[config.mk]
export PLATFORM = sky130hd
export DESIGN_NAME = tcw_queue
export DESIGN_NICKNAME = d
export VERILOG_FILES = /design/src/rtl/tcw_pkg.sv /design/src/rtl/tcw_queue.sv
export SDC_FILE = /design/constraint.sdc
export NUM_CORES = 1
export LEC_CHECK = 0
export ABC_CLOCK_PERIOD_IN_PS = 3000
export BUFFER_PORTS_ARGS = -buffer_cell sky130_fd_sc_hd__clkbuf_2
export CAP_MARGIN = 30
export CORE_MARGIN = 2
export CORE_UTILIZATION = 40
export CTS_CLUSTER_DIAMETER = 100
export DETAILED_ROUTE_END_ITERATION = 8
export PLACE_DENSITY = 0.71
export SYNTH_ARGS = -nofsm -noshare
export SYNTH_HDL_FRONTEND = slang
export SYNTH_SLANG_ARGS = --single-unit
[constraint.sdc]
create_clock -name i_clk -period 3 [get_ports i_clk]
set_clock_uncertainty 0.1 [all_clocks]
set_input_delay 0.45 -clock i_clk [delete_from_list [all_inputs] [get_ports i_clk]]
set_output_delay 0.45 -clock i_clk [all_outputs]
set_load 0.03 [all_outputs]
[src/rtl/tcw_pkg.sv]
// Package of the text console writer: geometry defaults, character codes,
// command and result types shared by the front, queue, back and top level.
// Depends on nothing.
`default_nettype none

package tcw_pkg;

    localparam int COLUMNS     = 80;
    localparam int ROWS        = 25;
    localparam int QUEUE_DEPTH = 2;

    localparam int CHAR_W     = 8;
    localparam int IDX_W      = 11;
    localparam int COL_PORT_W = 7;
    localparam int ROW_PORT_W = 5;
    localparam int LIN_W      = 11;
    localparam int CELL_W     = 16;

    localparam logic [7:0]  ATTR_RESET = 8'h07;
    localparam logic [15:0] BLANK_CELL = 16'h0700;
    localparam logic [7:0]  CHAR_TAB   = 8'd9;
    localparam logic [7:0]  CHAR_NL    = 8'd10;
    localparam logic [7:0]  CHAR_CR    = 8'd13;
    localparam int          TAB_STEP   = 4;

    localparam logic OP_PUT  = 1'b0;
    localparam logic OP_READ = 1'b1;

    typedef enum logic [2:0] {
        K_PRINT,
        K_NEWLINE,
        K_RETURN,
        K_TAB,
        K_READ,
        K_READ_NONE
    } t_kind;

    typedef struct packed {
        t_kind             kind;
        logic [CHAR_W-1:0] char_code;
        logic [7:0]        attr;
        logic [IDX_W-1:0]  index;
    } t_cmd;

    typedef struct packed {
        logic empty;
        logic full;
    } t_q_status;

    typedef struct packed {
        logic clearing;
    } t_back_status;

    typedef struct packed {
        logic                  strobe;
        logic [COL_PORT_W-1:0] col;
        logic [ROW_PORT_W-1:0] row;
        logic [LIN_W-1:0]      linear;
        logic [CHAR_W-1:0]     rd_char;
        logic [7:0]            rd_attr;
    } t_result;

endpackage

`default_nettype wire

[src/rtl/tcw_queue.sv]
// Short command queue between front and back end.
// Depends on tcw_pkg.
`default_nettype none

module tcw_queue #(
    parameter int DEPTH = tcw_pkg::QUEUE_DEPTH
) (
    input  wire logic          i_clk,
    input  wire logic          i_rst_n,
    input  wire logic          i_push,
    input  tcw_pkg::t_cmd      i_cmd,
    input  wire logic          i_pop,
    output tcw_pkg::t_cmd      o_cmd,
    output tcw_pkg::t_q_status o_status
);

    localparam int PW = (DEPTH > 1) ? $clog2(DEPTH) : 1;

    tcw_pkg::t_cmd r_slot [DEPTH];
    logic [PW-1:0] r_wptr;
    logic [PW-1:0] r_rptr;
    logic [PW:0]   r_count;

    function automatic logic [PW-1:0] bump(input logic [PW-1:0] p);
        bump = (p == PW'(DEPTH - 1)) ? '0 : p + PW'(1);
    endfunction

    assign o_cmd           = r_slot[r_rptr];
    assign o_status.empty  = (r_count == '0);
    assign o_status.full   = (r_count == (PW+1)'(DEPTH));

    always_ff @(posedge i_clk) begin
        if (i_push) begin
            r_slot[r_wptr] <= i_cmd;
        end
        if (!i_rst_n) begin
            r_wptr  <= '0;
            r_rptr  <= '0;
            r_count <= '0;
        end else begin
            if (i_push) begin
                r_wptr <= bump(r_wptr);
            end
            if (i_pop) begin
                r_rptr <= bump(r_rptr);
            end
            r_count <= r_count + (PW+1)'(i_push) - (PW+1)'(i_pop);
        end
    end

endmodule

`default_nettype wire

### Word-level counts from Yosys, hierarchy flattened

Memory sizes are Yosys's and may differ from the RTL's. A register that Yosys moved wholly into a read port is not among the register bits.
Cells that the tools add are included.

| cells by class | value |
|---|---|
| reductions and logical operators | 1 |
| add/subtract/negate cells | 4 |
| order comparisons | 0 |
| multipliers | 0 |
| mux-type cells | 6 |
| bitwise gates (word level) | 0 |
| equality and inequality tests | 1 |
| divide/modulo/power cells | 0 |
| shifts and indexed selects | 0 |

Operators with widths:

| cell | number |
|---|---|
| 1-bit 2-to-1 mux | 6 |
| 1-bit adder, second input constant | 2 |
| 2-bit by 1-bit adder with 2-bit output | 1 |
| 2-bit equality test, second input constant | 1 |
| 2-bit zero test | 1 |
| 2-bit by 1-bit subtractor with 2-bit output | 1 |

| storage, ports and cells | value |
|---|---|
| bits of input ports | 34 |
| bits in latches | 0 |
| output and inout bits | 32 |
| logic and storage cells | 16 |
| bits in read-only memories | 0 |
| memory bits (writable) | 60 |
| bits in registers | 4 |
| memories kept | 1 |

Memory list:

| name | words | width | rd ports | clocked after Yosys merged registers in | write ports | line | source |
|---|---|---|---|---|---|---|---|
| r_slot | 2 | 30 | 1 | 1 | 1 | tcw_queue.sv:19 | `tcw_pkg::t_cmd r_slot [DEPTH];` |

### Logic depth before layout (Yosys ltp)

Gate-level depths: netlist of the first run.

| logic depth | value |
|---|---|
| depth after elaboration | 4 |
| gate-level depth with buffers | 6 |

### Least setup slack after synthesis of the first run

Ideal clock, no wire load.

| timing path | value |
|---|---|
| kind | input to register |
| start point | input port i_push |
| end point | memory r_slot[0][0] (netlist bit) (enable) |
| path buffers | 0 |
| stages | 1 |
| path slack | 0.635 ns |
| arrival | 1.843 ns |
| cell sequence | nor2b_1 |

| on the way | value |
|---|---|
| word-level cells in the longest chain between the ends | 2 |

RTL lines:

| what | line | source |
|---|---|---|
| from (decl) | tcw_queue.sv:10 | `input wire logic i_push,` |
| 1-bit 2-to-1 mux | tcw_queue.sv:33 | `if (i_push) begin` |
| 1-bit 2-to-1 mux (not written as such) | tcw_queue.sv:34 | `r_slot[r_wptr] <= i_cmd;` |
| to (decl) | tcw_queue.sv:19 |  |

Every way passes these cells.

==> results of run 1 <==
flip-flops by register name, summed over array words and instances, names as in the netlist, named ones only:
signal	flops
r_count	2
r_slot	60
r_wptr	1
r_rptr	1
synthesized netlist by cell type (all sizes together):
cell type  instances
and2               4
buf                3
dfxtp              5
edfxtp            60
ha                 2
inv                2
mux2              30
nor2               1
nor2b              4
o21a               1
xnor3              1
xor2               1
power by group:
part | switching [mW] | internal (mW)
clock network | 0.286 | 0.285
registers | 0.0175 | 1.05
logic | 0.183 | 0.116
cell type report:
| cell class | count | share of cell area |
|---|---|---|
| Clock buffer | 10 | 0.0429 |
| Clock inverter | 6 | 0.00841 |
| Multi-Input combinational cell | 44 | 0.154 |
| Inverter | 2 | 0.00252 |
| Tap cell | 75 | 0.0316 |
| Timing Repair Buffer | 68 | 0.121 |
| Sequential cell | 65 | 0.639 |
worst max-delay path, stage by stage (launching register included):
cell                       delay (ns)
sky130_fd_sc_hd__dfxtp_1         0.45
sky130_fd_sc_hd__buf_4           0.36
sky130_fd_sc_hd__mux2_2          0.38
sky130_fd_sc_hd__clkbuf_2        0.18
per-layer routing:
metal,vias up,GRT usage,share of wire
li1,590,-,-
met1,605,0.145,0.42
met2,42,0.201,0.50
met3,4,0.0615,0.067
met4,0,0.0763,0.013
met5,-,0,0
kinds of logic (layout without fill, tap and decap cells):
logic type / after synthesis / in the layout / synth area share
AOI/OAI and AO/OA: 1 / 1 / 0.00313
xor gates and xnor gates: 2 / 2 / 0.0130
adders and majority gates: 2 / 2 / 0.0104
buffers and inverters: 5 / 86 / 0.0172
DFF: 65 / 65 / 0.793
muxes: 30 / 30 / 0.141
and+or+nand+nor: 9 / 9 / 0.0224
path summary, 6_finish.rpt:
kind                         to  slack, ns  cells past startpoint
hold / removal    r_slot[1][28]       0.21                      1
setup / recovery      o_cmd[23]       0.73                      3
setup reg to reg  r_slot[1][15]       1.43                      2
hold reg to reg          r_rptr       0.49                      2
==> results.cfg, run 1 <==
[run_status]
outcome = complete, no violations

[route]
number_of_violations_reported_at_the_end_of_detailed_routing_iteration_0 = 53
avgRoutedWirePerCell_um = 14.5
postRouteWirelength_um = 3900
drt_pre_antenna_iters = 2
num_vias = 1241
via_per_inst = 4.60
route.antenna.remaining_nets = 0
drt_drc_violations_left = 0

[worst_setup_path]
path_class = reg2out
end_kind = primary output
path_max_fanout = 25
critical_path_required_ns = 2.45
r2r_start = r_wptr
worst-endpoint-arrival_ns = 1.72
critPathLaunchType = flop

[clock_network]
cts-root-to-sink-buffers = 2
cts_inserted_buffers = 9
cts_root_buffer = sky130_fd_sc_hd__clkbuf_8
cts.clk_slew.worst_paths_ns = 0.06
cts_htree_levels = 3
post_cts.repair.setup_buffers = 0
tritoncts_clock_tree = yes
clock_latency_ns = 0.32
cts.sinks = 65
cts_resized = 0
post_cts_hold_buffer_count = 0

[placement]
pre_cts_ws_ns = 1.04
portBuffers = 65
dpl.cell_count = 254
gp_congestion = 0.692
dp_hpwl_um = 2740
placement.cell_area_um2 = 2820

[power_and_ir_drop]
power.total_mw = 1.94
total_leakage_power_nw = 1.15
max-vdd-ir-drop_v = 0.000348
p_per_area_nw_per_um2 = 651

[yosys]
syn_area_cell_um2 = 21.0
synth_top_cells_by_area = sky130_fd_sc_hd__edfxtp_1 75%, sky130_fd_sc_hd__mux2_2 14%, sky130_fd_sc_hd__dfxtp_1 4.2%, sky130_fd_sc_hd__buf_6 1.4%, sky130_fd_sc_hd__and2_1 1.0%
synth_seq_cells = 65
postSynthNetCount = 150
post_synth_num_cell_types = 12
yosysSeqAreaShare = 0.793
synth_largest_type_area_fraction = 0.751
syn_area_um2 = 2400
synthCells = 114
yosys_warnings = 0
post-synth-top-area-cell = sky130_fd_sc_hd__edfxtp_1

[timing]
post-route-worst-setup-slack_ns = 0.733
finalWorstPathRequiredPeriod_ns = 2.27
fin_worst_hold_slack_ns = 0.210
rsz_0062_raised_after_global_routing = no
timing.final.hold_violations = 0
timing.slew.headroom = 0.589
setup_total_negative_slack_ns = 0
clock.fmax_mhz = 441
timing_worst_slew_pin_value_ns = 0.614
fraction_of_the_cycle_the_final_worst_path_needs = 0.756
timing.final.setup_violations = 0
final_max_slew_viol_count = 0

[die]
rows = 28
floorplan.die.height_um = 81.4
boundaryPins = 66
floorplan.initialDensity = 0.410
die_area_um2 = 6630
chipWidth_um = 81.4
core-area_um2 = 5850

[grt]
number_of_global_route_vias_before_repair = 1264
grt_first_pass_wirelength_um = 5890
total_gr_overflow = 0
antenna_found_initial = 0
maximum_number_of_pins_on_one_net_before_global_route_repair = 26
track_usage = 0.129

[hold_path]
hp-start = i_cmd[28]
hp-class = in2reg

[cells_and_area]
fillCellCount = 517
postLayoutCoreUtil = 0.508
final-seq-area_um2 = 1900
fin_cells = 270
antennaDiodeCount = 0
fin_nets = 226
flow.area_growth_from_synthesis_pct = 24.0
fraction_of_layout_cells_with_a_size_suffix_above_1 = 0.564
mostFrequentLayoutCells = 65 x sky130_fd_sc_hd__clkbuf_2, 60 x sky130_fd_sc_hd__edfxtp_1, 30 x sky130_fd_sc_hd__mux2_2
layout.cells.most_common = sky130_fd_sc_hd__clkbuf_2
multiInputGateArea_um2 = 458
postLayoutCellArea_um2 = 2970

[job]
reported_max_cap_violation_count = 0
No activity file was read; power rests on OpenSTA's default activity.
==> run 2: changes to the inputs <==
ABC_CLOCK_PERIOD_IN_PS = 2000   (was 3000)
PLACE_DENSITY = 0.73   (was 0.71)
clock period = 2 ns   (was 3 ns; I/O delays follow)
==> results.cfg, run 2 (synthesis results as in run 1) <==
[run_status]
outcome = complete, no violations

[worst_setup_path]
path_max_fanout = 22
critPathSlowestCell = sky130_fd_sc_hd__dfxtp_1
end_kind = primary output
worstPathCellList = buf_12, mux2_2, clkbuf_2
path_class = reg2out
critical_path_required_ns = 1.60
reg2regPathDepth = 6
rr_endpoint = r_count[1]
r2r_start = r_count[0]
critPathLaunchType = flop
worst-endpoint-arrival_ns = 1.44
timing.critical_path.slowest_cell_delay_ns = 0.37
slack_of_the_worst_reg_to_reg_path_ns = 0.68

[cells_and_area]
final-seq-area_um2 = 1900
multiInputGateArea_um2 = 463
reg_top3 = r_slot: 60 flops, r_count: 2 flops
mostFrequentLayoutCells = 65 x sky130_fd_sc_hd__clkbuf_2, 60 x sky130_fd_sc_hd__edfxtp_1, 30 x sky130_fd_sc_hd__mux2_2
max_ffs_per_register = 60
postLayoutCoreUtil = 0.523
fillCellCount = 490
layout.cells.most_common = sky130_fd_sc_hd__clkbuf_2
fin_cells = 272
flow.area_growth_from_synthesis_pct = 27.6
antennaDiodeCount = 0
fraction_of_layout_cells_with_a_size_suffix_above_1 = 0.584
max_flop_register = r_slot
fin_nets = 228

[route]
route.antenna.remaining_nets = 0
num_vias = 1257
number_of_violations_reported_at_the_end_of_detailed_routing_iteration_0 = 38
via_per_inst = 4.62
drt_drc_violations_left = 0
drt_pre_antenna_iters = 4
postRouteWirelength_um = 3940
avgRoutedWirePerCell_um = 14.5

[die]
core-area_um2 = 5850
rows = 28
die_area_um2 = 6630
floorplan.die.height_um = 81.4
boundaryPins = 66
chipWidth_um = 81.4
floorplan.initialDensity = 0.410

[timing]
final_max_slew_viol_count = 0
fraction_of_the_cycle_the_final_worst_path_needs = 0.918
rsz_0062_raised_after_global_routing = no
timing.final.hold_violations = 0
clock.fmax_mhz = 545
timing_worst_slew_pin_value_ns = 0.322
timing.slew.headroom = 0.785
setup_total_negative_slack_ns = 0
timing.final.setup_violations = 0
finalWorstPathRequiredPeriod_ns = 1.84

[clock_network]
post_cts.repair.setup_buffers = 0
tritoncts_clock_tree = yes
cts.clk_slew.worst_paths_ns = 0.07
cts.sinks = 65
cts_root_buffer = sky130_fd_sc_hd__clkbuf_8
cts_htree_levels = 3
cts-root-to-sink-buffers = 2
clock_latency_ns = 0.33
cts_inserted_buffers = 9
cts_resized = 0
post_cts_hold_buffer_count = 0

[grt]
maximum_number_of_pins_on_one_net_before_global_route_repair = 24
total_gr_overflow = 0
grt_first_pass_wirelength_um = 6000
antenna_found_initial = 0
number_of_global_route_vias_before_repair = 1322
track_usage = 0.130

[power_and_ir_drop]
cellInternalPower_mw = 2.43
total_leakage_power_nw = 1.20
power.share.combinational = 0.146
seqPwrFrac = 0.501
power_switching_mw = 0.752
max-vdd-ir-drop_v = 0.000449
p_per_area_nw_per_um2 = 1040
power_frac_clock = 0.354
p_sw_frac = 0.236

[hold_path]
hp-start = i_cmd[25]
hold_end = r_slot[1][25]
holdPathStages = 1
hp-class = in2reg

[placement]
gp_congestion = 0.683
dpl.cell_count = 256
dp_hpwl_um = 2720
portBuffers = 65

[job]
reported_max_cap_violation_count = 0
-- run 2: cell type report --
| type | instances | share of cell area |
|---|---|---|
| Inverter | 2 | 0.00245 |
| Clock inverter | 2 | 0.0114 |
| Clock buffer | 14 | 0.0564 |
| Timing Repair Buffer | 70 | 0.127 |
| Tap cell | 75 | 0.0306 |
| Multi-Input combinational cell | 44 | 0.151 |
| Sequential cell | 65 | 0.621 |
-- run 2: how the worst max path moves through the flow --
stage	from	endpoint	slack, ns	cells past startpoint
after detailed placement	flop	o_cmd[1]	0.50	3
after CTS	flop	o_cmd[1]	0.12	3
after global placement	flop	o_cmd[1]	0.50	3
after global routing	flop	o_cmd[20]	0.09	3
after floorplan	i_push	r_slot[0][0]	0.35	1
final	flop	o_cmd[7]	0.16	3
-- run 2: worst max-delay path: cells and delay by family, from the launching register on --
family | cells | cell delay, ns
buf+inv | 2 | 0.36
flops | 1 | 0.37
mux | 1 | 0.36
-- run 2: power groups by stage --
stage          Combinational [mW]  Clock [mW]  Sequential [mW]
5_1_grt                     0.499        1.22             1.60
4_1_cts                     0.474        1.16             1.60
3_3_place_gp                0.467           0             1.62
2_1_floorplan               0.327           0             1.62
6_report                    0.463        1.13             1.59
3_5_place_dp                0.472           0             1.62
-- run 2: through the flow --
stage               power [mW]  area, um^2  setup slack (ns)  hold slack (ns)
global route              3.32        3060            0.0851           0.0398
detailed placement        2.10        2850             0.496            0.394
finish                    3.18        3060             0.165           0.0580
CTS                       3.23        3060             0.123           0.0400
global placement          2.09        2850             0.503            0.390
floorplan                 1.94        2400             0.354            0.299
-- run 2: metal layers --
layer	share of wire	track usage	vias up
met5	0	0	-
met4	0.032	0.0966	0
met3	0.072	0.0429	11
met2	0.51	0.221	45
met1	0.39	0.133	603
li1	-	-	598
