<file path="config.mk">
export PLATFORM = sky130hd
export DESIGN_NAME = tcw_front
export DESIGN_NICKNAME = d
export VERILOG_FILES = /design/src/rtl/tcw_pkg.sv /design/src/rtl/tcw_front.sv
export SDC_FILE = /design/constraint.sdc
export NUM_CORES = 1
export LEC_CHECK = 0
export ABC_AREA = 0
export BUFFER_PORTS_ARGS = -buffer_cell sky130_fd_sc_hd__buf_2
export CORE_AREA = 2 2 39 41
export DETAILED_ROUTE_END_ITERATION = 12
export DIE_AREA = 0 0 41 43
export PLACE_DENSITY = 0.73
export SYNTH_ARGS = -nofsm -noshare
export SYNTH_HDL_FRONTEND = slang
export SYNTH_SLANG_ARGS = --single-unit
</file>
<file path="constraint.sdc">
create_clock -name vclk -period 2.5
set_clock_uncertainty 0.05 [all_clocks]
set_input_delay 0.5 -clock vclk [all_inputs]
set_output_delay 0.5 -clock vclk [all_outputs]
set_load 0.03 [all_outputs]
</file>
<file path="src/rtl/tcw_pkg.sv">
// Package of the text console writer: geometry defaults, character codes,
// command and result types shared by the front, queue, back and top level.
// Depends on nothing.
`default_nettype none

package tcw_pkg;

    localparam int COLUMNS     = 80;
    localparam int ROWS        = 25;
    localparam int QUEUE_DEPTH = 2;

    localparam int CHAR_W     = 8;
    localparam int IDX_W      = 11;
    localparam int COL_PORT_W = 7;
    localparam int ROW_PORT_W = 5;
    localparam int LIN_W      = 11;
    localparam int CELL_W     = 16;

    localparam logic [7:0]  ATTR_RESET = 8'h07;
    localparam logic [15:0] BLANK_CELL = 16'h0700;
    localparam logic [7:0]  CHAR_TAB   = 8'd9;
    localparam logic [7:0]  CHAR_NL    = 8'd10;
    localparam logic [7:0]  CHAR_CR    = 8'd13;
    localparam int          TAB_STEP   = 4;

    localparam logic OP_PUT  = 1'b0;
    localparam logic OP_READ = 1'b1;

    typedef enum logic [2:0] {
        K_PRINT,
        K_NEWLINE,
        K_RETURN,
        K_TAB,
        K_READ,
        K_READ_NONE
    } t_kind;

    typedef struct packed {
        t_kind             kind;
        logic [CHAR_W-1:0] char_code;
        logic [7:0]        attr;
        logic [IDX_W-1:0]  index;
    } t_cmd;

    typedef struct packed {
        logic empty;
        logic full;
    } t_q_status;

    typedef struct packed {
        logic clearing;
    } t_back_status;

    typedef struct packed {
        logic                  strobe;
        logic [COL_PORT_W-1:0] col;
        logic [ROW_PORT_W-1:0] row;
        logic [LIN_W-1:0]      linear;
        logic [CHAR_W-1:0]     rd_char;
        logic [7:0]            rd_attr;
    } t_result;

endpackage

`default_nettype wire

</file>
<file path="src/rtl/tcw_front.sv">
// Front end: takes items off the command port and classifies them into
// queue commands. Depends on tcw_pkg.
`default_nettype none

module tcw_front #(
    parameter int CELLS = tcw_pkg::COLUMNS * tcw_pkg::ROWS
) (
    input  wire logic                       i_start,
    input  wire logic                       i_busy,
    input  wire logic                       i_op,
    input  wire logic [tcw_pkg::CHAR_W-1:0] i_char_code,
    input  wire logic [tcw_pkg::IDX_W-1:0]  i_cell_index,
    input  wire logic [7:0]                 i_attr,
    output logic                            o_push,
    output tcw_pkg::t_cmd                   o_cmd
);

    always_comb begin
        o_push          = i_start && !i_busy;
        o_cmd.char_code = i_char_code;
        o_cmd.attr      = i_attr;
        o_cmd.index     = i_cell_index;
        if (i_op == tcw_pkg::OP_READ) begin
            // out-of-range reads answer zero without touching the store
            o_cmd.kind = (32'(i_cell_index) < CELLS) ? tcw_pkg::K_READ
                                                     : tcw_pkg::K_READ_NONE;
        end else begin
            case (i_char_code)
                tcw_pkg::CHAR_NL:  o_cmd.kind = tcw_pkg::K_NEWLINE;
                tcw_pkg::CHAR_CR:  o_cmd.kind = tcw_pkg::K_RETURN;
                tcw_pkg::CHAR_TAB: o_cmd.kind = tcw_pkg::K_TAB;
                default:           o_cmd.kind = tcw_pkg::K_PRINT;
            endcase
        end
    end

endmodule

`default_nettype wire

</file>
Word-level counts from Yosys, hierarchy flattened. Cells that the tools add are included.

Register bits after elaboration: 0. Input bits: 30. Output and inout bits: 31. Word-level logic and storage cells: 9.

Order comparisons: 1. Equal/unequal tests: 3. Muxes and demuxes: 3. Reduce and logical (&&, ||, !) cells: 2.

Operator list (count): equality test 8 x 4 -> 1 bit (second input constant) (3); < comparator 11 bit (second input constant) (1); case mux 2 bit (3 select lines) (1); two-way mux 3 bit (1); logical AND 1 bit (1); zero test 1 bit (1); two-way mux 1 bit (1).

Depth between registers and ports, before layout. Gate-level depths: netlist of run 1.

Depth in word-level cells: 3. Mapped depth: 3. Mapped depth without buffers: 3.

Worst setup path after synthesis of run 1. OpenSTA, ideal clock, no wires.

Kind: input port to output port. From: in i_char_code[5] (netlist bit). To: out o_cmd[28] (netlist bit). Arrival: 1619 ps. Required time: 1950 ps. Path slack: 331 ps. Stages: 3. Path through: nor4_2 -> nand3b_1 -> nor3b_1.

RTL lines: start, declared (line tcw_front.sv:11) `input wire logic [tcw_pkg::CHAR_W-1:0] i_char_code,`; end, declared (line tcw_front.sv:15) `output tcw_pkg::t_cmd o_cmd`.

==> results of run 1 <==
[power by group through the flow]
| stage | combinational, mW | sequential [mW] | clock, mW |
|---|---|---|---|
| floorplan | 0.0902 | 0 | 0 |
| global placement | 0.0654 | 0 | 0 |
| detailed placement | 0.0667 | 0 | 0 |
| CTS | 0.0669 | 0 | 0 |
| global route | 0.0704 | 0 | 0 |
| finish | 0.0659 | 0 | 0 |
[layout make-up]
class	instances	share of cell area (%)
repair buffers	37	66.67
well taps	16	7.207
multi-input cells	8	26.13
[kinds of logic after synthesis]
logic type             after synthesis
AND/OR/NAND/NOR                      5
AO/OA/AOI/OAI                        2
buffers and inverters               28
XOR/XNOR                             1
[stage by stage]
stage | cell area (um2) | hold WS, ps
2_1_floorplan | 282.8 | 1060
3_3_place_gp | 277.8 | 950.2
3_5_place_dp | 277.8 | 950.2
4_1_cts | 277.8 | 950.2
5_1_grt | 277.8 | 950.0
6_report | 277.8 | 950.0
[placed cells by master (no fill, tap or decap)]
master	n
sky130_fd_sc_hd__nand3b_1	1
sky130_fd_sc_hd__nor3b_1	1
sky130_fd_sc_hd__o2111ai_1	1
sky130_fd_sc_hd__buf_2	37
sky130_fd_sc_hd__xnor2_1	1
sky130_fd_sc_hd__nor2b_1	1
sky130_fd_sc_hd__and4_1	1
sky130_fd_sc_hd__nor4_2	1
sky130_fd_sc_hd__o31ai_2	1
[worst max path at each step]
stage | to | slack [ps]
6_report | o_cmd[27] | 490
3_5_place_dp | o_cmd[27] | 450
2_1_floorplan | o_cmd[28] | 330
3_3_place_gp | o_cmd[27] | 470
5_1_grt | o_cmd[27] | 410
4_1_cts | o_cmd[27] | 450
[critical path: cells and delay by family]
kind | cells | cell delay (ps)
compound gates | 1 | 220
simple gates | 2 | 420
buf+inv | 2 | 330
[synth_stat cells (all sizes together)]
| cell | number | share of area [%] |
|---|---|---|
| xnor2 | 1 | 3.1 |
| and4 | 1 | 3.1 |
| nor3b | 1 | 2.7 |
| nand3b | 1 | 2.7 |
| nor2b | 1 | 2.2 |
| nor4 | 1 | 4.4 |
| o31ai | 1 | 4.4 |
| buf | 28 | 74 |
| o2111ai | 1 | 3.1 |
[routing by layer]
layer	vias to the layer above	global-route usage [%]	routed length (um)
li1	110	-	-
met1	107	4.430	149
met2	25	10.31	286
met3	2	0.5236	126
met4	0	1.333	2
met5	-	0	0
==> flow_metrics.env, run 1 <==
export IMPL_run_status="complete, no violations"
export IMPL_drt_wl_total_um=565
export IMPL_dr_first_iter_drc_count=0
export IMPL_worst_hold_path_endpoint="o_cmd[3]"
export IMPL_synth_sequential_area_ratio_pct=0
export IMPL_design_portCount=61
export IMPL_die_height_um=43
export IMPL_synth_area_mux_share_pct=0
export IMPL_post_synth_cell_area_avg_um2=7.855
export IMPL_min_period_over_period_pct=80.52
export IMPL_ir_drop_mv=0.04473
export IMPL_worstSetupStartpointType="primary input"
export IMPL_synth_area_in_adders_pct=0
export IMPL_total_switching_power_mw=0.04348
export IMPL_die_area_um2=1763
export IMPL_critical_path_most_common_cell="sky130_fd_sc_hd__buf_2"
export IMPL_max_slew_worst_pin_slew_ps=226.3
export IMPL_worst_hold_startpoint="i_cell_index[3]"
export IMPL_timing_hold_worst_class="primary input to output pin"
export IMPL_numPortBuffers=37
export IMPL_cts_resized_gates=0
export IMPL_multi_input_area_um2=72.57
export IMPL_report_final_slew_viol_count=0
export IMPL_leakage_power_of_the_design_nw=0.1643
export IMPL_grt_setup_unrepaired="false"
export IMPL_seq_power_share_pct=0
export IMPL_share_clk_of_total_power_pct=0
export IMPL_post_place_cells=61
export IMPL_ff_latch_area_um2=0
export IMPL_period_needed_ps=2013
export IMPL_drive_above_1_share_pct=86.67
export IMPL_final_fill_count=171
export IMPL_grt_start_max_net_pins=4
export IMPL_per_cell_via_count_in_the_routed_design=4.000
export IMPL_cts_hold_fix_buffers=0
export IMPL_worst_endpoint_required_time_ps=1950
export IMPL_routabilityCongestion=0.6348
export IMPL_critical_path_s_largest_stage_delay_ps=270
export IMPL_nets=77
export IMPL_max_cap_violations=0
export IMPL_post_synth_inst_count=36
export IMPL_design_power_total_mw=0.06593
export IMPL_power_density_nw_per_um2=237.3
export IMPL_crit_path_cell_trace="buf_2, nor4_2, nand3b_1, o31ai_2, buf_2"
export IMPL_switching_power_share_of_the_total_pct=65.95
export IMPL_num_rows=14
export IMPL_num_vias=244
export IMPL_origin_of_the_worst_setup_path="i_char_code[5]"
export IMPL_hold_path_cell_count=0
export IMPL_finished_core_util_pct=20.07
export IMPL_setup_violations=0
export IMPL_timing_critical_path_slowest_stage_cell="sky130_fd_sc_hd__nor4_2"
export IMPL_end_kind="output pin"
export IMPL_num_clock_buffers=0
export IMPL_worst_slew_margin_rel_pct=84.90
export IMPL_netlist_area_um2=282.8
export IMPL_antenna_found_initial=0
export IMPL_antenna_violating_nets_post_route=0
export IMPL_grt_pass1_wl_um=662
export IMPL_synth_xor_xnor_area_share_pct=3.097
export IMPL_die_x_um=41
export IMPL_timing_critical_path_fanout_max=2
export IMPL_yosys_area_share_simple_pct=15.04
export IMPL_n_antenna_cell=0
export IMPL_syn_nets=66
export IMPL_initial_core_util_pct=20.43
export IMPL_yosys_warnings=0
export IMPL_firstDrtPassIters=1
export IMPL_cp_arrival_ps=1460
export IMPL_power_combinational_fraction_pct=100.0
export IMPL_areaGrowthSynthToFinish_pct=-1.770
export IMPL_placeableCoreArea_um2=1384
export IMPL_timing_hold_violations_final=0
export IMPL_intPower_mw=0.02245
export IMPL_timing_worst_setup_path_type="primary input to output pin"
export IMPL_post_route_drc_count=0
export IMPL_layout_sequential_cells=0
export IMPL_final_critical_path_setup_slack_ps=487.0
export IMPL_drt_wirelength_per_cell_um=9.262
export IMPL_setup_tns_final_ps=0
export IMPL_dominant_combinational_cell_family_by_area_after_synthesis="buffers and inverters"
export IMPL_clock_fmax_mhz=496.8
export IMPL_synth_lib_cells_used_distinct=9
export IMPL_grtUsageTotal_pct=4.995
export IMPL_synth_compound_gate_area_share_pct=7.522
export IMPL_grt_pass1_vias=186
export IMPL_grt_overflow_total=0
export IMPL_final_instance_count_excl_fill=61
export IMPL_number_of_setup_buffers_added_after_cts=0
export IMPL_pre_cts_slack_ps=447.2
(Power assumes the default switching activity.)
==> run 2: changes to the inputs <==
PLACE_DENSITY = 0.76   (was 0.73)
clock period = 1.7 ns   (was 2.5 ns; I/O delays follow)
==> flow_metrics.env, run 2 (synthesis gave the netlist of run 1 again) <==
export IMPL_power_combinational_fraction_pct=100.0
export IMPL_clock_fmax_mhz=601.2
export IMPL_grt_setup_unrepaired="true"
export IMPL_max_cap_violations=0
export IMPL_final_hold_worst_slack_ps=630.0
export IMPL_areaGrowthSynthToFinish_pct=8.407
export IMPL_dp_final_hpwl_um=518.3
export IMPL_groute_layer_met1_usage_pct=3.797
export IMPL_numPortBuffers=37
export IMPL_globalRoute_busiestLayer="met2"
export IMPL_worst_endpoint_required_time_ps=1310
export IMPL_die_area_um2=1763
export IMPL_n_antenna_cell=0
export IMPL_worst_slew_margin_rel_pct=84.74
export IMPL_share_clk_of_total_power_pct=0
export IMPL_nets=77
export IMPL_min_period_over_period_pct=97.84
export IMPL_timing_hold_violations_final=0
export IMPL_grtUsageMet3_pct=0
export IMPL_most_frequent_cells_in_the_layout="sky130_fd_sc_hd__buf_2, sky130_fd_sc_hd__buf_6"
export IMPL_timing_worst_setup_path_type="primary input to output pin"
export IMPL_drt_wl_total_um=535
export IMPL_layout_sequential_cells=0
export IMPL_grt_pass1_vias=212
export IMPL_drt_wirelength_per_cell_um=8.770
export IMPL_ff_latch_area_um2=0
export IMPL_switching_power_share_of_the_total_pct=64.10
export IMPL_report_final_slew_viol_count=0
export IMPL_initial_core_util_pct=20.43
export IMPL_antenna_found_initial=0
export IMPL_ir_drop_mv=0.06660
export IMPL_intPower_mw=0.03676
export IMPL_grt_use_met2_pct=12.50
export IMPL_num_clock_buffers=0
export IMPL_grtUsageTotal_pct=5.395
export IMPL_period_needed_ps=1663
export IMPL_run_status="complete, no violations"
export IMPL_grt_pass1_wl_um=724
export IMPL_firstDrtPassIters=1
export IMPL_timing_critical_path_fanout_max=2
export IMPL_num_rows=14
export IMPL_end_kind="output pin"
export IMPL_post_route_drc_count=0
export IMPL_total_switching_power_mw=0.06564
export IMPL_design_portCount=61
export IMPL_max_slew_worst_pin_slew_ps=228.6
export IMPL_setup_violations=0
export IMPL_power_density_nw_per_um2=334.1
export IMPL_dr_first_iter_drc_count=0
export IMPL_num_vias=230
export IMPL_worstSetupStartpointType="primary input"
export IMPL_grt_overflow_total=0
export IMPL_cp_arrival_ps=1270
export IMPL_per_cell_via_count_in_the_routed_design=3.770
export IMPL_leakage_power_of_the_design_nw=0.1712
export IMPL_final_common_cell="sky130_fd_sc_hd__buf_2"
export IMPL_placeableCoreArea_um2=1384
export IMPL_number_of_setup_buffers_added_after_cts=0
export IMPL_cts_hold_fix_buffers=0
export IMPL_antenna_violating_nets_post_route=0
export IMPL_routabilityCongestion=0.6358
export IMPL_seq_power_share_pct=0
export IMPL_die_x_um=41
export IMPL_drive_above_1_share_pct=88.89
export IMPL_design_power_total_mw=0.1024
export IMPL_die_height_um=43
export IMPL_grt_start_max_net_pins=4
export IMPL_timing_hold_worst_class="primary input to output pin"
## run 2: per-layer routing
layer | vias up | wire length, um
li1 | 110 | -
met2 | 23 | 284
met3 | 0 | 101
met4 | 0 | 0
met1 | 97 | 149
met5 | - | 0
## run 2: final timing paths
| path | from | endpoint | cells after the start |
|---|---|---|---|
| setup / recovery | i_char_code[4] | o_cmd[27] | 5 |
| hold / removal | i_attr[3] | o_cmd[14] | 0 |
## run 2: layout make-up
| class | count | area [um2] |
|---|---|---|
| well taps | 16 | 20.02 |
| fillers | 157 | 1077 |
| repair buffers | 37 | 200.2 |
| multi-input cells | 8 | 86.33 |
## run 2: what timing repair did
| item | 4_1_cts | 5_1_grt |
|---|---|---|
| pin swaps | 3 | 3 |
| hold endpoints to repair | 0 | 0 |
| gates resized for setup | 4 | 0 |
| setup endpoints to repair | 1 | 1 |
## run 2: critical path, stage by stage
cell and delay (ps):
sky130_fd_sc_hd__buf_6 100, sky130_fd_sc_hd__nor4_4 250, sky130_fd_sc_hd__nand3b_1 160, sky130_fd_sc_hd__o31ai_2 240
sky130_fd_sc_hd__buf_4 190
## run 2: power groups by stage
| stage | Combinational [mW] | Clock (mW) | Sequential (mW) |
|---|---|---|---|
| 2_1_floorplan | 0.133 | 0 | 0 |
| 3_3_place_gp | 0.0969 | 0 | 0 |
| 3_5_place_dp | 0.0983 | 0 | 0 |
| 4_1_cts | 0.104 | 0 | 0 |
| 5_1_grt | 0.109 | 0 | 0 |
| 6_report | 0.102 | 0 | 0 |
## run 2: metrics by stage
step                      std cells  setup slack [ps]  TNS [ps]  cell area (um2)  util, %
final                            61             36.72         0            306.5    22.15
after global routing             61            -13.81    -13.81            306.5    22.15
after floorplan                  36             35.18         0            287.8        -
after detailed placement         61            -42.72    -42.72            282.8    20.43
after global placement           61            -8.835    -8.835            282.8    20.43
after CTS                        61            -4.970    -4.970            306.5    22.15
==> run 3: changes to the inputs <==
REMOVE_ABC_BUFFERS = 1   (was unset)
==> flow_metrics.env, run 3 (synthesis gave the netlist of run 1 again) <==
export IMPL_num_vias=264
export IMPL_leakage_power_of_the_design_nw=0.1724
export IMPL_timing_worst_setup_path_type="primary input to output pin"
export IMPL_report_final_slew_viol_count=0
export IMPL_initial_core_util_pct=20.43
export IMPL_max_cap_violations=0
export IMPL_placeableCoreArea_um2=1384
export IMPL_grtUsageTotal_pct=8.691
export IMPL_timing_critical_path_fanout_max=2
export IMPL_per_cell_via_count_in_the_routed_design=4.328
export IMPL_ir_drop_mv=0.07146
export IMPL_end_kind="output pin"
export IMPL_grt_pass1_vias=236
export IMPL_finished_core_util_pct=22.60
export IMPL_grt_setup_unrepaired="true"
export IMPL_die_x_um=41
export IMPL_worstSetupStartpointType="primary input"
export IMPL_most_frequent_cells_in_the_layout="sky130_fd_sc_hd__buf_2, sky130_fd_sc_hd__buf_4"
export IMPL_design_power_total_mw=0.1057
export IMPL_routabilityCongestion=0.6171
export IMPL_grt_pass1_wl_mm=1.035
export IMPL_design_portCount=61
export IMPL_areaGrowthSynthToFinish_pct=10.62
export IMPL_final_hold_worst_slack_ps=630.2
export IMPL_final_critical_path_setup_slack_ps=8.283
export IMPL_drt_wl_total_um=881
export IMPL_cts_hold_fix_buffers=0
export IMPL_dr_first_iter_drc_count=1
export IMPL_clock_fmax_mhz=591.1
export IMPL_timing_hold_worst_class="primary input to output pin"
export IMPL_antenna_found_initial=0
export IMPL_grt_overflow_total=0
export IMPL_placed_area_um2=277.8
export IMPL_max_slew_worst_pin_slew_ps=235.7
export IMPL_pre_cts_slack_ps=-4.670
export IMPL_final_common_cell="sky130_fd_sc_hd__buf_2"
export IMPL_die_area_um2=1763
export IMPL_period_needed_ps=1692
export IMPL_firstDrtPassIters=2
export IMPL_final_fill_count=154
export IMPL_post_place_cells=61
export IMPL_number_of_setup_buffers_added_after_cts=0
export IMPL_setup_tns_final_ps=0
export IMPL_drive_above_1_share_pct=88.89
export IMPL_grt_start_max_net_pins=4
export IMPL_power_density_nw_per_um2=338.0
export IMPL_numPortBuffers=37
export IMPL_num_clock_buffers=0
export IMPL_cp_arrival_ps=1300
export IMPL_layout_sequential_cells=0
export IMPL_min_period_over_period_pct=99.51
export IMPL_num_rows=14
export IMPL_final_instance_count_excl_fill=61
export IMPL_post_route_drc_count=0
export IMPL_antenna_violating_nets_post_route=0
export IMPL_worst_endpoint_required_time_ps=1310
export IMPL_worst_slew_margin_rel_pct=84.27
export IMPL_run_status="complete, no violations"
export IMPL_setup_violations=0
export IMPL_die_height_um=43
export IMPL_drt_wirelength_per_cell_um=14.44
export IMPL_nets=77
export IMPL_stdcell_area_um2=312.8
export IMPL_timing_hold_violations_final=0
export IMPL_ff_latch_area_um2=0
export IMPL_n_antenna_cell=0
## run 3: worst paths after layout
path | slack, ps | startpoint | cells after the start | endpoint
worst min-delay path | 630 | i_attr[0] | 0 | o_cmd[11]
worst max-delay path | 8 | i_char_code[6] | 5 | o_cmd[27]
## run 3: metal layers
layer,wire length (um),share of wire [%],vias to the layer above,track usage [%]
met3,231,26,0,9.424
met4,0,0,0,0
met2,332,38,53,12.50
met1,317,36,102,9.177
li1,-,-,109,-
met5,0,0,-,0
## run 3: final cells by class
type               count  area (um2)  share of cell area, %
multi-input cells      8       86.33                  27.60
repair buffers        37       206.4                  66.00
well taps             16       20.02                  6.400
## run 3: worst max-delay path, cell delays in order
cell and delay [ps]:
sky130_fd_sc_hd__buf_8 100, sky130_fd_sc_hd__nor4_4 240, sky130_fd_sc_hd__nand3b_1 170, sky130_fd_sc_hd__o31ai_2 260, sky130_fd_sc_hd__buf_4 190
## run 3: power by group
part           internal (mW)  switching [mW]
Sequential                 0               0
Clock                      0               0
Combinational         0.0378          0.0680
## run 3: repair_timing
action                                  CTS  global route
gates resized for setup                   1             7
endpoints found under the setup margin    1             2
endpoints found under the hold margin     0             0
pin swaps                                 0             3
